`src/rtl/fprsc_pkg.sv`:
```
// shared types, constants and codes for the framed packet receiver
`default_nettype none

package fprsc_pkg;

    localparam int STORE_DEPTH = 64;
    localparam int IDX_W       = (STORE_DEPTH > 1) ? $clog2(STORE_DEPTH) : 1;
    localparam int QUEUE_DEPTH = 4;
    localparam int QPTR_W      = $clog2(QUEUE_DEPTH);
    localparam int QCNT_W      = $clog2(QUEUE_DEPTH + 1);
    localparam int PADDR_W     = 4;

    localparam logic [7:0] HEADER_RESET  = 8'hA5;
    localparam logic [7:0] TRAILER_RESET = 8'h5A;
    localparam logic [5:0] MAXLEN_RESET  = 6'd40;

    localparam logic [1:0] REG_HEADER  = 2'd0;
    localparam logic [1:0] REG_TRAILER = 2'd1;
    localparam logic [1:0] REG_MAXLEN  = 2'd2;

    localparam logic [2:0] EV_IGNORED  = 3'd0;
    localparam logic [2:0] EV_ARMED    = 3'd1;
    localparam logic [2:0] EV_STORED   = 3'd2;
    localparam logic [2:0] EV_BYTE_OUT = 3'd3;
    localparam logic [2:0] EV_DROP     = 3'd4;
    localparam logic [2:0] EV_OVERRUN  = 3'd5;

    typedef struct packed {
        logic [7:0] rx_byte;
        logic       overrun;
    } t_item;

    typedef struct packed {
        logic [2:0] event_res;
        logic [7:0] data_byte;
        logic [5:0] byte_index;
        logic       last;
    } t_result;

    // queued work: one plain result, or a frame of len bytes to emit
    typedef struct packed {
        logic       is_frame;
        logic [2:0] event_res;
        logic [5:0] len;
    } t_cmd;

    typedef enum logic [1:0] {
        BK_IDLE = 2'b01,
        BK_EMIT = 2'b10
    } t_back_state;

endpackage

`default_nettype wire

```
`src/rtl/framed_packet_receiver_sum_check.sv`:
```
// top level of the framed packet receiver with additive checksum
//
// channel   direction  handshake                    payload
// in        input      i_in_valid / o_in_ready      i_in_item    (fprsc_pkg::t_item)
// out       output     o_out_valid / i_out_ready    o_out_result (fprsc_pkg::t_result)
// cfg       input      psel penable pwrite pready   paddr pwdata prdata
//
// one input transaction per cycle while the command queue has room and no frame
// is being emitted; a result passes through the queue and the output register before it leaves
// a closing trailer emits its frame one byte per cycle, while the output is not
// stalled, from the frame store read port, and no input is taken until the
// last byte has been read
// reset is synchronous and needs no clearing pass; stalls on either side hold
// the other side only through the queue, the output register and the frame emission
`default_nettype none

module framed_packet_receiver_sum_check (
    input  wire logic                           i_clk,
    input  wire logic                           i_rst_n,
    input  wire logic                           i_in_valid,
    output logic                                o_in_ready,
    input  wire fprsc_pkg::t_item               i_in_item,
    output logic                                o_out_valid,
    input  wire logic                           i_out_ready,
    output fprsc_pkg::t_result                  o_out_result,
    input  wire logic                           psel,
    input  wire logic                           penable,
    input  wire logic                           pwrite,
    input  wire logic [fprsc_pkg::PADDR_W-1:0]  paddr,
    input  wire logic [31:0]                    pwdata,
    output logic [31:0]                         prdata,
    output logic                                pready
);

    logic [7:0] r_header;
    logic [7:0] r_trailer;
    logic [5:0] r_max_len;
    logic       cfg_wr;

    logic                            q_push;
    fprsc_pkg::t_cmd                 q_in_cmd;
    logic                            q_full;
    logic                            q_pop;
    logic                            q_not_empty;
    fprsc_pkg::t_cmd                 q_out_cmd;
    logic                            ram_we;
    logic [fprsc_pkg::IDX_W-1:0]     ram_waddr;
    logic [7:0]                      ram_wdata;
    logic                            ram_re;
    logic [fprsc_pkg::IDX_W-1:0]     ram_raddr;
    logic [7:0]                      ram_rdata;
    logic                            frame_done;

    assign pready = 1'b1;
    assign cfg_wr = psel && penable && pwrite && pready;

    always_ff @(posedge i_clk) begin
        if (!i_rst_n) begin
            r_header  <= fprsc_pkg::HEADER_RESET;
            r_trailer <= fprsc_pkg::TRAILER_RESET;
            r_max_len <= fprsc_pkg::MAXLEN_RESET;
        end else if (cfg_wr) begin
            unique case (paddr[3:2])
                fprsc_pkg::REG_HEADER:  r_header  <= pwdata[7:0];
                fprsc_pkg::REG_TRAILER: r_trailer <= pwdata[7:0];
                fprsc_pkg::REG_MAXLEN:  r_max_len <= pwdata[5:0];
                default: begin
                end
            endcase
        end
    end

    always_comb begin
        unique case (paddr[3:2])
            fprsc_pkg::REG_HEADER:  prdata = {24'd0, r_header};
            fprsc_pkg::REG_TRAILER: prdata = {24'd0, r_trailer};
            fprsc_pkg::REG_MAXLEN:  prdata = {26'd0, r_max_len};
            default:                prdata = '0;
        endcase
    end

    fprsc_front u_front (
        .i_clk        (i_clk),
        .i_rst_n      (i_rst_n),
        .i_valid      (i_in_valid),
        .o_ready      (o_in_ready),
        .i_item       (i_in_item),
        .i_header     (r_header),
        .i_trailer    (r_trailer),
        .i_max_len    (r_max_len),
        .i_q_full     (q_full),
        .i_frame_done (frame_done),
        .o_push       (q_push),
        .o_cmd        (q_in_cmd),
        .o_we         (ram_we),
        .o_waddr      (ram_waddr),
        .o_wdata      (ram_wdata)
    );

    fprsc_queue u_queue (
        .i_clk       (i_clk),
        .i_rst_n     (i_rst_n),
        .i_push      (q_push),
        .i_cmd       (q_in_cmd),
        .o_full      (q_full),
        .i_pop       (q_pop),
        .o_not_empty (q_not_empty),
        .o_cmd       (q_out_cmd)
    );

    fprsc_ram #(
        .WIDTH (8),
        .DEPTH (fprsc_pkg::STORE_DEPTH)
    ) u_store (
        .i_clk   (i_clk),
        .i_we    (ram_we),
        .i_waddr (ram_waddr),
        .i_wdata (ram_wdata),
        .i_re    (ram_re),
        .i_raddr (ram_raddr),
        .o_rdata (ram_rdata)
    );

    fprsc_back u_back (
        .i_clk         (i_clk),
        .i_rst_n       (i_rst_n),
        .i_q_not_empty (q_not_empty),
        .i_cmd         (q_out_cmd),
        .o_pop         (q_pop),
        .o_re          (ram_re),
        .o_raddr       (ram_raddr),
        .i_rdata       (ram_rdata),
        .o_valid       (o_out_valid),
        .i_ready       (i_out_ready),
        .o_result      (o_out_result),
        .o_frame_done  (frame_done)
    );

endmodule

`default_nettype wire

```
`src/rtl/fprsc_ram.sv`:
```
// generic single write port ram with registered read
`default_nettype none

module fprsc_ram #(
    parameter int WIDTH = 8,
    parameter int DEPTH = 64
) (
    input  wire logic                                   i_clk,
    input  wire logic                                   i_we,
    input  wire logic [((DEPTH > 1) ? $clog2(DEPTH) : 1)-1:0] i_waddr,
    input  wire logic [WIDTH-1:0]                       i_wdata,
    input  wire logic                                   i_re,
    input  wire logic [((DEPTH > 1) ? $clog2(DEPTH) : 1)-1:0] i_raddr,
    output logic      [WIDTH-1:0]                       o_rdata
);

    logic [WIDTH-1:0] r_mem [DEPTH];
    logic [WIDTH-1:0] r_rdata;

    always_ff @(posedge i_clk) begin
        if (i_we) begin
            r_mem[i_waddr] <= i_wdata;
        end
        if (i_re) begin
            r_rdata <= r_mem[i_raddr];
        end
    end

    assign o_rdata = r_rdata;

endmodule

`default_nettype wire

```
`src/rtl/fprsc_front.sv`:
```
// front end: parser state, checksum, frame store writes and command issue
`default_nettype none

module fprsc_front (
    input  wire logic                       i_clk,
    input  wire logic                       i_rst_n,
    input  wire logic                       i_valid,
    output logic                            o_ready,
    input  wire fprsc_pkg::t_item           i_item,
    input  wire logic [7:0]                 i_header,
    input  wire logic [7:0]                 i_trailer,
    input  wire logic [5:0]                 i_max_len,
    input  wire logic                       i_q_full,
    input  wire logic                       i_frame_done,
    output logic                            o_push,
    output fprsc_pkg::t_cmd                 o_cmd,
    output logic                            o_we,
    output logic [fprsc_pkg::IDX_W-1:0]     o_waddr,
    output logic [7:0]                      o_wdata
);

    logic       r_armed, n_armed;
    logic [5:0] r_count, n_count;
    logic [7:0] r_sum, n_sum;
    logic [7:0] r_last, n_last;
    logic       r_busy, n_busy;

    logic       accept;
    logic       close;
    logic [6:0] next_cnt;
    logic [6:0] limit;

    assign o_ready  = !r_busy && !i_q_full;
    assign accept   = i_valid && o_ready;
    assign next_cnt = {1'b0, r_count} + 7'd1;
    assign limit    = (7'(fprsc_pkg::STORE_DEPTH) < {1'b0, i_max_len}) ?
                      7'(fprsc_pkg::STORE_DEPTH) : {1'b0, i_max_len};
    assign close    = r_armed && (i_item.rx_byte == i_trailer) && (r_count != 6'd0)
                      && (r_sum == r_last);
    assign o_waddr  = r_count[fprsc_pkg::IDX_W-1:0];
    assign o_wdata  = i_item.rx_byte;

    always_comb begin
        n_armed = r_armed;
        n_count = r_count;
        n_sum   = r_sum;
        n_last  = r_last;
        n_busy  = r_busy;
        o_push  = 1'b0;
        o_we    = 1'b0;
        o_cmd   = '0;
        if (i_frame_done) begin
            n_busy = 1'b0;
        end
        if (accept) begin
            o_push = 1'b1;
            priority if (i_item.overrun) begin
                o_cmd.event_res = fprsc_pkg::EV_OVERRUN;
                n_armed = 1'b0;
                n_count = '0;
                n_sum   = '0;
                n_last  = '0;
            end else if (!r_armed) begin
                if (i_item.rx_byte == i_header) begin
                    o_cmd.event_res = fprsc_pkg::EV_ARMED;
                    n_armed = 1'b1;
                    n_count = '0;
                    n_sum   = '0;
                    n_last  = '0;
                end else begin
                    o_cmd.event_res = fprsc_pkg::EV_IGNORED;
                end
            end else if (close) begin
                o_cmd.is_frame  = 1'b1;
                o_cmd.event_res = fprsc_pkg::EV_BYTE_OUT;
                o_cmd.len       = r_count;
                n_busy  = 1'b1;
                n_armed = 1'b0;
                n_count = '0;
                n_sum   = '0;
                n_last  = '0;
            end else if (next_cnt > limit) begin
                o_cmd.event_res = fprsc_pkg::EV_DROP;
                n_armed = 1'b0;
                n_count = '0;
                n_sum   = '0;
                n_last  = '0;
            end else begin
                o_cmd.event_res = fprsc_pkg::EV_STORED;
                o_we    = 1'b1;
                n_sum   = (r_count != 6'd0) ? r_sum + r_last : r_sum;
                n_last  = i_item.rx_byte;
                n_count = next_cnt[5:0];
            end
        end
    end

    always_ff @(posedge i_clk) begin
        if (!i_rst_n) begin
            r_armed <= 1'b0;
            r_count <= '0;
            r_sum   <= '0;
            r_last  <= '0;
            r_busy  <= 1'b0;
        end else begin
            r_armed <= n_armed;
            r_count <= n_count;
            r_sum   <= n_sum;
            r_last  <= n_last;
            r_busy  <= n_busy;
        end
    end

endmodule

`default_nettype wire

```
`src/rtl/fprsc_queue.sv`:
```
// short command queue between front and back
`default_nettype none

module fprsc_queue (
    input  wire logic             i_clk,
    input  wire logic             i_rst_n,
    input  wire logic             i_push,
    input  wire fprsc_pkg::t_cmd  i_cmd,
    output logic                  o_full,
    input  wire logic             i_pop,
    output logic                  o_not_empty,
    output fprsc_pkg::t_cmd       o_cmd
);

    fprsc_pkg::t_cmd                   r_mem [fprsc_pkg::QUEUE_DEPTH];
    logic [fprsc_pkg::QPTR_W-1:0]      r_wr;
    logic [fprsc_pkg::QPTR_W-1:0]      r_rd;
    logic [fprsc_pkg::QCNT_W-1:0]      r_cnt;
    logic                              do_push;
    logic                              do_pop;

    assign o_full      = (r_cnt == fprsc_pkg::QCNT_W'(fprsc_pkg::QUEUE_DEPTH));
    assign o_not_empty = (r_cnt != '0);
    assign o_cmd       = r_mem[r_rd];
    assign do_push     = i_push && !o_full;
    assign do_pop      = i_pop && o_not_empty;

    always_ff @(posedge i_clk) begin
        if (do_push) begin
            r_mem[r_wr] <= i_cmd;
        end
    end

    always_ff @(posedge i_clk) begin
        if (!i_rst_n) begin
            r_wr  <= '0;
            r_rd  <= '0;
            r_cnt <= '0;
        end else begin
            if (do_push) begin
                r_wr <= r_wr + 1'b1;
            end
            if (do_pop) begin
                r_rd <= r_rd + 1'b1;
            end
            r_cnt <= r_cnt + fprsc_pkg::QCNT_W'(do_push) - fprsc_pkg::QCNT_W'(do_pop);
        end
    end

endmodule

`default_nettype wire

```
`src/rtl/fprsc_back.sv`:
```
// back end: result register and frame emission from the frame store
`default_nettype none

module fprsc_back (
    input  wire logic                       i_clk,
    input  wire logic                       i_rst_n,
    input  wire logic                       i_q_not_empty,
    input  wire fprsc_pkg::t_cmd            i_cmd,
    output logic                            o_pop,
    output logic                            o_re,
    output logic [fprsc_pkg::IDX_W-1:0]     o_raddr,
    input  wire logic [7:0]                 i_rdata,
    output logic                            o_valid,
    input  wire logic                       i_ready,
    output fprsc_pkg::t_result              o_result,
    output logic                            o_frame_done
);

    fprsc_pkg::t_back_state r_state, n_state;
    logic                   r_valid, n_valid;
    fprsc_pkg::t_result     r_out, n_out;
    logic                   r_from_ram, n_from_ram;
    logic [5:0]             r_idx, n_idx;
    logic [5:0]             r_len, n_len;
    logic                   can_load;
    logic [5:0]             rd_idx;

    assign can_load = !r_valid || i_ready;
    assign o_raddr  = rd_idx[fprsc_pkg::IDX_W-1:0];
    assign o_valid  = r_valid;

    always_comb begin
        o_result = r_out;
        if (r_from_ram) begin
            o_result.data_byte = i_rdata;
        end
    end

    always_comb begin
        n_state      = r_state;
        n_valid      = r_valid && !i_ready;
        n_out        = r_out;
        n_from_ram   = r_from_ram;
        n_idx        = r_idx;
        n_len        = r_len;
        o_pop        = 1'b0;
        o_re         = 1'b0;
        o_frame_done = 1'b0;
        rd_idx       = '0;
        unique case (r_state)
            fprsc_pkg::BK_IDLE: begin
                if (i_q_not_empty && can_load) begin
                    o_pop   = 1'b1;
                    n_valid = 1'b1;
                    n_out   = '0;
                    n_out.event_res = i_cmd.event_res;
                    if (i_cmd.is_frame) begin
                        o_re       = 1'b1;
                        n_from_ram = 1'b1;
                        n_out.last = (i_cmd.len == 6'd1);
                        n_idx      = 6'd1;
                        n_len      = i_cmd.len;
                        if (i_cmd.len == 6'd1) begin
                            o_frame_done = 1'b1;
                        end else begin
                            n_state = fprsc_pkg::BK_EMIT;
                        end
                    end else begin
                        n_from_ram = 1'b0;
                        n_out.last = 1'b1;
                    end
                end
            end
            fprsc_pkg::BK_EMIT: begin
                rd_idx = r_idx;
                if (can_load) begin
                    o_re             = 1'b1;
                    n_valid          = 1'b1;
                    n_out.byte_index = r_idx;
                    n_out.last       = (r_idx == r_len - 6'd1);
                    n_idx            = r_idx + 6'd1;
                    if (r_idx == r_len - 6'd1) begin
                        o_frame_done = 1'b1;
                        n_state      = fprsc_pkg::BK_IDLE;
                    end
                end
            end
            default: begin
                n_state = fprsc_pkg::BK_IDLE;
            end
        endcase
    end

    always_ff @(posedge i_clk) begin
        if (!i_rst_n) begin
            r_state    <= fprsc_pkg::BK_IDLE;
            r_valid    <= 1'b0;
            r_from_ram <= 1'b0;
        end else begin
            r_state    <= n_state;
            r_valid    <= n_valid;
            r_from_ram <= n_from_ram;
        end
    end

    always_ff @(posedge i_clk) begin
        r_out <= n_out;
        r_idx <= n_idx;
        r_len <= n_len;
    end

endmodule

`default_nettype wire

```
`config.mk`:
```
export PLATFORM = sky130hd
export DESIGN_NAME = framed_packet_receiver_sum_check
export DESIGN_NICKNAME = d
export VERILOG_FILES = /design/src/rtl/fprsc_pkg.sv /design/src/rtl/framed_packet_receiver_sum_check.sv /design/src/rtl/fprsc_ram.sv /design/src/rtl/fprsc_front.sv /design/src/rtl/fprsc_queue.sv /design/src/rtl/fprsc_back.sv
export SDC_FILE = /design/constraint.sdc
export NUM_CORES = 1
export LEC_CHECK = 0
export ABC_CLOCK_PERIOD_IN_PS = 4800
export BUFFER_PORTS_ARGS = -buffer_cell sky130_fd_sc_hd__buf_2
export CAP_MARGIN = 30
export CORE_UTILIZATION = 30
export CTS_BUF_LIST = sky130_fd_sc_hd__clkbuf_2
export CTS_CLUSTER_DIAMETER = 120
export DETAILED_ROUTE_END_ITERATION = 6
export SYNTH_ARGS = -nofsm -noshare
export SYNTH_HDL_FRONTEND = slang
export SYNTH_SLANG_ARGS = --single-unit
```
`constraint.sdc`:
```
create_clock -name i_clk -period 4.8 [get_ports i_clk]
set_input_delay 0.72 -clock i_clk [delete_from_list [all_inputs] [get_ports i_clk]]
set_output_delay 0.72 -clock i_clk [all_outputs]
set_load 0.02 [all_outputs]
```
==> results of run 1 <==
[worst min path at each step]
stage,end,cells after the start
after floorplan,r_trailer[0]$_SDFFE_PN0P_,2
after global placement,r_trailer[7]$_SDFFE_PN0P_,2
after detailed placement,r_trailer[7]$_SDFFE_PN0P_,2
after CTS,u_front.r_busy$_SDFF_PN0_,6
after global routing,u_front.r_busy$_SDFF_PN0_,6
final,u_front.r_busy$_SDFF_PN0_,6
[flip-flops by register name, summed over array words and instances, names as in the netlist, 3 cells and up, named ones only]
signal           count
r_header             8
r_max_len            6
r_trailer            8
u_back.o_result     10
u_back.r_idx         6
u_back.r_len         6
u_front.o_waddr      6
u_front.r_last       8
u_front.r_sum        8
u_queue.r_cnt        3
u_queue.r_mem       40
u_store.o_rdata      8
u_store.r_mem      512
[stage by stage]
step / setup slack [ps] / power (W) / instances
after floorplan: 1360 / 0.00804 / 1704
after global placement: 663 / 0.00871 / 2888
after detailed placement: 592 / 0.00878 / 2890
after CTS: 577 / 0.0122 / 3204
after global routing: 378 / 0.0127 / 3210
final: 639 / 0.0121 / 3211
[critical path: cells and delay by family (launching register included)]
family	cells	cell delay [ps]
and+or+nand+nor	4	1680
DFF	1	650
adders and majority gates	2	600
AOI/OAI and AO/OA	2	510
xor gates and xnor gates	1	240
buffers and inverters	1	220
[logic make-up (layout without fill, tap and decap cells)]
group | Yosys count | count (layout)
buf+inv | 154 | 499
fa+ha+maj | 27 | 27
flops | 641 | 641
xor+xnor | 43 | 43
mux | 126 | 126
other cells | 2 | 32
compound gates | 335 | 335
simple gates | 353 | 353
[synth_stat cells, types with 5 or more instances]
cell | n | area share (%)
buf_1 | 10 | 0.14
a22oi_1 | 34 | 0.97
o221ai_1 | 41 | 1.4
mux2i_1 | 52 | 2.0
nand4_1 | 6 | 0.14
and2_1 | 31 | 0.74
o221a_2 | 9 | 0.39
ha_1 | 25 | 1.2
nand4_4 | 5 | 0.40
mux2_2 | 16 | 0.68
nor3_1 | 10 | 0.19
a32oi_1 | 16 | 0.53
xnor2_1 | 38 | 1.3
o22ai_1 | 49 | 1.2
clkbuf_1 | 74 | 1.1
nand2b_1 | 8 | 0.19
edfxtp_1 | 582 | 66
xor2_1 | 5 | 0.17
o21ai_0 | 25 | 0.48
o211ai_1 | 54 | 1.5
o21a_1 | 14 | 0.40
nand2_1 | 96 | 1.4
o2111ai_1 | 8 | 0.27
nor2_1 | 90 | 1.3
nand3_1 | 29 | 0.55
buf_2 | 12 | 0.23
inv_1 | 27 | 0.39
nor2b_1 | 31 | 0.74
dfxtp_1 | 59 | 4.5
mux4_2 | 58 | 5.0
buf_4 | 27 | 0.77
a21oi_1 | 65 | 1.2
or3_1 | 19 | 0.45
a21boi_0 | 6 | 0.17
[final cells by class]
class / instances / area [sq um]
clock inverters: 55 / 225
well taps: 1155 / 1450
repair buffers: 191 / 1410
fillers: 8424 / 56700
multi-input cells: 909 / 7030
inverters: 30 / 113
diodes: 7 / 17.5
flip-flops and latches: 641 / 18700
clock buffers: 223 / 1120
[power by group]
group	internal, W	total [W]	switching (W)
Clock	0.00126	0.00340	0.00215
Sequential	0.00633	0.00652	0.000186
Combinational	0.000836	0.00214	0.00130
[metal layers]
metal	vias up	share of wire [%]
li1	7181	-
met3	110	7.8
met2	604	46
met4	0	2.6
met5	-	0
met1	8106	43
[repair_timing]
item / 4_1_cts / 5_1_grt
hold buffers: 36 / 0
resized for setup: 0 / 0
endpoints found under the hold margin: 101 / 0
setup buffers: 0 / 0
==> impl_metrics.yaml, run 1 <==
status:
  status: "completed"
synthesis:
  synth_area_sq_mm: 0.0263
  synthXorXnorAreaFrac_pct: 1.43
  yosysWarnings: 0
  ys_seq_elements: 641
  synth_ff_type: "edfxtp_1"
  synth-simple-area-share_pct: 6.99
  synth-compound-area-share_pct: 8.97
  synth_edf_count: 582
  yosys-mux-area-fraction_pct: 7.63
  syn_avg_cell_area_sq_um: 15.6
  netlist_instances: 1681
  synthArstFlopShare_pct: 0
  synth_top_family_by_area: "compound AO/OA/AOI/OAI gates"
  synth_fa_ha_area_share_pct: 1.34
  seq_area_frac_synth_pct: 70.9
  yosysUniqueCellTypes: 63
drt:
  drt_iter0_markers: 1340
  wl_um: 65600
  post_drt_wl_per_cell_um: 20.4
  ant_nets: 0
  via_per_inst: 4.98
  vias: 16000
  drc: 0
  dr.pass1.iters: 5
cts:
  clk-insertion-delay-late_ps: 1340
  clock_path_buffers: 3
  clkTransAtPathRegs_ps: 90
  h-tree-depth: 4
  cts_tree: "built"
  cts.sinks: 641
  cts_buffers: 158
  cts-root-buf: "clkbuf_2"
critical_path:
  crit_path_start: "u_front.o_waddr[0]$_SDFFE_PN0P_"
  worstPathRequired_ps: 5830
  cp-end-kind: "register"
  crit_type: "register to register"
  r2r-start: "u_front.o_waddr[0]$_SDFFE_PN0P_"
  crit_fanout: 10
  endpoint: "u_store.r_mem[21][6]$_DFFE_PP_"
  crit_top_cell: "ha_1"
  reg2reg_to: "u_store.r_mem[21][6]$_DFFE_PP_"
  critical-path-max-stage-delay_ps: 750
  r2r_slack_ps: 640
  cp_slowest_cell: "nor4_4"
  start_kind: "register"
  rr_worst_depth: 10
  arrival_ps: 5200
  crit_chain: "ha_1, nand3_1, xnor2_1, ha_1, a211oi_1, a21oi_1, nor4_4, nand4_4, nor2_1, buf_4"
grt:
  grt_use_total_pct: 14.8
  antenna_found_initial: 11
  met2_usage_pct: 23.0
  grt.busiest_layer: "met2"
  grtUsageMet1_pct: 19.7
  overflow: 0
  grt_pass1_vias: 16300
  grt_first_pass_wirelength_um: 99000
  grtUsageMet3_pct: 3.81
  grt_max_degree: 73
die:
  num_rows: 108
  design.core.area_sq_mm: 0.0868
  start_util_pct: 30.3
  dieArea_sq_mm: 0.0889
  dieWidth_um: 298
  io_pins: 105
  die-height_um: 298
placement:
  gp_congestion: 0.826
  place_area_sq_mm: 0.0283
  port_buffers: 53
  dpl.hpwl_um: 41500
timing:
  period_share_pct: 86.7
  clock_skew_ps: 70.2
  fin_crit_ps: 4160
  timing.final.hold_violations: 0
  setup_viol_count_final: 0
  fmax_mhz: 240
  finalMaxSlewViolations: 0
  tns_ps: 0
  tightest_slew_ps: 1030
  rsz0062_at_grt: "false"
  holdWs_ps: 167
  slew_headroom_pct: 31.7
finish:
  nets: 2010
  final_common_cell: "edfxtp_1"
  syn2layout_area_growth_pct: 14.1
  final_design_area_no_fill_sq_mm: 0.0300
  final_core_util_pct: 34.6
  drive_gt1_share_pct: 24.6
  final_cell_mix: "582 x edfxtp_1, 223 x clkbuf_2, 98 x buf_4"
pwr:
  leakagePower_nw: 9.99
  p_per_area_mw_per_mm2: 402
  ir_drop_uv: 221
run:
  drv_cap: 0
worst_hold_path:
  hold_class: "input pin to register"
  hp-start: "i_in_item[8]"
No activity file was read; power rests on OpenSTA's default activity.
==> inputs of run 2 (changes only) <==
- RECOVER_POWER: not set -> 100
==> run 2 against run 1 <==
  * The run now ends with max-capacitance violations, max-slew violations left
  * Combinational power is 2% lower
  * Largest power group unchanged
  * Via count is 0.30% higher
  * Total power shrank 0.14%
  * Clock power about the same
  * Die area did not move
  * Worst hold slack improved by 84 ps
  * Clock skew rose by 18 ps
  * Critical path type unchanged
==> impl_metrics.yaml, run 2 (same netlist as run 1, synthesis figures left out) <==
die:
  die-height_um: 298
  dieArea_sq_mm: 0.0889
  num_rows: 108
  io_pins: 105
  dieWidth_um: 298
  start_util_pct: 30.3
  design.core.area_sq_mm: 0.0868
drt:
  post_drt_wl_per_cell_um: 20.5
  ant_nets: 0
  drt_iter0_markers: 1372
  wl_um: 65800
  drc: 0
  dr.pass1.iters: 5
  vias: 16000
  via_per_inst: 5.00
run:
  drv_cap: 10
critical_path:
  start_kind: "register"
  crit_type: "register to register"
  worstPathRequired_ps: 5760
  arrival_ps: 5300
  cp-end-kind: "register"
  r2r-start: "u_front.o_waddr[0]$_SDFFE_PN0P_"
  rr_worst_depth: 11
  reg2reg_to: "u_store.r_mem[51][3]$_DFFE_PP_"
  r2r_slack_ps: 460
  crit_fanout: 10
timing:
  clock_skew_ps: 88.7
  fin_crit_ps: 4340
  timing.final.hold_violations: 0
  holdWs_ps: 251
  slew_headroom_pct: -144
  rsz0062_at_grt: "false"
  finalMaxSlewViolations: 571
  tns_ps: 0
  fmax_mhz: 231
  period_share_pct: 90.4
  tightest_slew_ps: 3670
  setup_viol_count_final: 0
cts:
  postCtsSetupBuffers: 0
  cts.sinks: 641
  cts-root-buf: "clkbuf_2"
  cts_tree: "built"
  h-tree-depth: 4
  clkTransAtPathRegs_ps: 100
  clock_path_buffers: 3
  clk-insertion-delay-late_ps: 1350
  cts_buffers: 158
placement:
  gp_congestion: 0.826
  port_buffers: 53
  dpl.hpwl_um: 41500
worst_hold_path:
  hp-start: "pwdata[5]"
  hold_class: "input pin to register"
  min_to: "r_max_len[5]$_SDFFE_PN1P_"
  min_path_cells: 4
grt:
  grt_max_degree: 73
  grt_first_pass_wirelength_um: 99000
  overflow: 0
  antenna_found_initial: 11
  grt_pass1_vias: 16300
  grt_use_total_pct: 14.8
finish:
  syn2layout_area_growth_pct: 13.2
  drive_gt1_share_pct: 20.5
  largest_register_ffs: 512
  final_cell_mix: "582 x edfxtp_1, 224 x clkbuf_2, 96 x nand2_1"
  nets: 2010
  largest-register: "u_store.r_mem"
  final_common_cell: "edfxtp_1"
pwr:
  p_per_area_mw_per_mm2: 404
  ir_drop_uv: 218
  leakagePower_nw: 9.67
status:
  status: "finished with violations"
  violations: "max-capacitance violations, max-slew violations"
-- run 2: cell types whose count changed in the layout (fill, tap and decap cells not counted), moves of 2 or more --
| cell | delta |
|---|---|
| and2_0 | +26 |
| and2_1 | -25 |
| buf_2 | -30 |
| buf_4 | -51 |
| clkbuf_1 | +80 |
| inv_1 | +2 |
| inv_2 | -2 |
-- run 2: worst max-delay path by stage --
stage                                          startpoint                             end
after detailed placement  u_front.o_waddr[0]$_SDFFE_PN0P_  u_store.r_mem[21][4]$_DFFE_PP_
after global placement    u_front.o_waddr[0]$_SDFFE_PN0P_  u_store.r_mem[35][5]$_DFFE_PP_
final                     u_front.o_waddr[0]$_SDFFE_PN0P_  u_store.r_mem[51][3]$_DFFE_PP_
after global routing      u_front.o_waddr[0]$_SDFFE_PN0P_  u_store.r_mem[59][5]$_DFFE_PP_
after CTS                 u_front.o_waddr[0]$_SDFFE_PN0P_  u_store.r_mem[21][6]$_DFFE_PP_
after floorplan           u_front.o_waddr[0]$_SDFFE_PN0P_  u_store.r_mem[41][0]$_DFFE_PP_
-- run 2: stage by stage --
step	cell area, sq um	utilization, %	setup slack, ps	instances	power [W]
after detailed placement	28300	32.6	592	2890	0.00878
final	29800	34.3	463	3211	0.0120
after floorplan	26400	-	1360	1704	0.00804
after global routing	29800	34.3	211	3210	0.0126
after CTS	30000	34.6	577	3204	0.0122
after global placement	28300	32.6	663	2888	0.00871
-- run 2: power by group --
part / switching, W / internal [W]
sequential: 0.000189 / 0.00634
clock: 0.00214 / 0.00126
combinational: 0.00131 / 0.000798
total: 0.00364 / 0.00840
-- run 2: critical path, cell delays in order (launching register included) --
cell and delay, ps:
dfxtp_1 640, ha_1 320, nand3_1 120, xnor2_1 230, ha_1 280, a211oi_1 270
a21oi_1 240, nor4_4 750, clkbuf_1 250, nand4_2 480, nor2_1 230, buf_4 210
-- run 2: routing by layer --
layer	vias up	share of wire [%]	global-route usage [%]
li1	7173	-	-
met3	114	7.7	3.81
met1	8160	43	19.7
met5	-	0	0
met4	0	2.6	6.03
met2	602	46	23.0
-- run 2: repair_timing --
| item | 4_1_cts | 5_1_grt |
|---|---|---|
| hold endpoints to repair | 101 | 0 |
| hold buffers | 36 | 0 |
| gates resized for setup | 0 | 0 |
-- run 2: area by class of cell --
class | instances | area, sq um
timing repair buffer | 191 | 1180
antenna | 7 | 17.5
tap | 1155 | 1450
multi-input combinational | 909 | 7020
clock inverter | 55 | 225
inverter | 30 | 113
sequential | 641 | 18700
clock buffer | 223 | 1120
fill | 8492 | 57000
==> inputs of run 3 (changes only) <==
- CORE_MARGIN: not set -> 4
- CTS_BUF_LIST: sky130_fd_sc_hd__clkbuf_2 -> sky130_fd_sc_hd__clkbuf_4 sky130_fd_sc_hd__clkbuf_8
==> run 3 against run 2 <==
  * The flow finishes with violations (design-rule violations, max-capacitance violations, max-slew violations)
  * Wire length shrank 1.7%
  * Highest routed layer unchanged
  * Critical path depth is the same
  * Global-route usage shrank 1.2 points
==> impl_metrics.yaml, run 3 (same netlist as run 1, synthesis figures left out) <==
status:
  status: "finished with violations"
  violations: "design-rule violations, max-capacitance violations, max-slew violations"
timing:
  fmax_mhz: 228
  setup_ws_ps: 416
  period_share_pct: 91.3
  clock_skew_ps: 51.9
  rsz0062_at_grt: "false"
  holdWs_ps: 252
  setup_viol_count_final: 0
  tightest_slew_ps: 3250
  slew_headroom_pct: -117
  timing.final.hold_violations: 0
  fin_crit_ps: 4380
  tns_ps: 0
  finalMaxSlewViolations: 405
drt:
  drt_iter0_markers: 1504
  vias: 15400
  dr.pass1.iters: 7
  ant_nets: 0
  drc: 2
  wl_um: 64600
  post_drt_wl_per_cell_um: 21.0
  via_per_inst: 5.00
die:
  dieArea_sq_mm: 0.0925
  num_rows: 108
  io_pins: 105
  dieWidth_um: 304
  design.core.area_sq_mm: 0.0869
  die-height_um: 304
  start_util_pct: 30.3
pwr:
  leakagePower_nw: 9.59
  p_per_area_mw_per_mm2: 445
  ir_drop_uv: 300
  finalPower_w: 0.0134
finish:
  final_cell_mix: "582 x edfxtp_1, 106 x clkbuf_8, 96 x nand2_1"
  drive_gt1_share_pct: 17.9
  nets: 1918
  final_common_cell: "edfxtp_1"
  largest-register: "u_store.r_mem"
  syn2layout_area_growth_pct: 14.6
  final_design_area_no_fill_sq_mm: 0.0301
  largest_register_ffs: 512
  nFillCells: 8328
placement:
  port_buffers: 53
  place_ws_ps: 642
  gp_congestion: 0.811
  place_area_sq_mm: 0.0283
  dpl.hpwl_um: 41600
critical_path:
  crit_buf_inv: 2
  start_kind: "register"
  path_depth: 11
  cp_slowest_cell: "nor4_4"
  crit_type: "register to register"
  critical-path-max-stage-delay_ps: 680
  rr_worst_depth: 11
  crit_chain: "ha_1, nand3_1, xnor2_1, ha_1, a211oi_1, a21oi_1, nor4_4, buf_4, nand4_2, nor2_1, clkbuf_2"
  path_delay_family: "simple AND/OR/NAND/NOR gates"
  crit_top_cell: "ha_1"
  cp-end-kind: "register"
  worstPathRequired_ps: 5160
  arrival_ps: 4740
  crit_fanout: 10
grt:
  overflow: 0
  grt_first_pass_wirelength_um: 96600
  grt_max_degree: 72
  grt_pass1_vias: 15600
  grt_use_total_pct: 13.6
  antenna_found_initial: 4
cts:
  postCtsSetupBuffers: 0
  cts_hold_buf: 0
  clkTransAtPathRegs_ps: 70
  clk-insertion-delay-late_ps: 720
  cts.repair.resized: 0
  cts.sinks: 641
  cts_buffers: 103
  h-tree-depth: 3
  cts-root-buf: "clkbuf_8"
  cts_tree: "built"
  clock_path_buffers: 3
worst_hold_path:
  hold_class: "input pin to register"
  min_path_cells: 3
run:
  drv_cap: 10
-- run 3: cell types whose count changed in the layout (fill, tap and decap cells not counted), moves of 6 or more --
cell,previous run,this run
diode_2,7,1
buf_4,47,30
clkbuf_4,0,26
inv_2,8,1
clkbuf_2,224,24
clkinv_2,12,18
bufinv_16,0,7
clkbuf_8,0,106
dlygate4sd3_1,36,0
clkinv_1,35,23
-- run 3: worst min-delay path: stages --
cell     delay [ps]
buf_2            90
mux2i_1          60
nand2_1          60
-- run 3: layout make-up --
cell class | count | area [sq um] | area share [%]
Inverter | 30 | 113 | 0.374
Timing Repair Buffer | 154 | 796 | 2.64
Sequential cell | 641 | 18700 | 61.9
Tap cell | 1155 | 1450 | 4.80
Multi-Input combinational cell | 909 | 7000 | 23.2
Antenna cell | 1 | 2.50 | 0.00830
Clock inverter | 56 | 465 | 1.54
Clock buffer | 132 | 1650 | 5.49
-- run 3: worst paths after layout --
check                                    to  slack [ps]                             from
min                r_header[7]$_SDFFE_PN1P_         250                        pwdata[7]
max reg2reg  u_store.r_mem[53][1]$_DFFE_PP_         420  u_front.o_waddr[0]$_SDFFE_PN0P_
max          u_store.r_mem[53][1]$_DFFE_PP_         420  u_front.o_waddr[0]$_SDFFE_PN0P_
min reg2reg       r_trailer[6]$_SDFFE_PN1P_         510        r_trailer[6]$_SDFFE_PN1P_
-- run 3: metal layers --
layer	wire length, um	part of all wire, %	up-vias	GRT usage (%)
met5	0	0	-	0
met4	1860	2.9	0	5.11
met3	5040	7.8	108	3.03
met2	29200	45	597	20.7
met1	28600	44	7780	18.9
li1	-	-	6900	-
-- run 3: per-stage QoR --
stage,util [%],cells
floorplan,-,1704
global placement,32.6,2887
detailed placement,32.6,2888
CTS,35.0,3076
global route,34.7,3078
finish,34.7,3078
-- run 3: power by group --
part | internal, W | switching (W)
sequential | 0.00635 | 0.000197
clock | 0.00264 | 0.00215
combinational | 0.000771 | 0.00129
total | 0.00976 | 0.00364
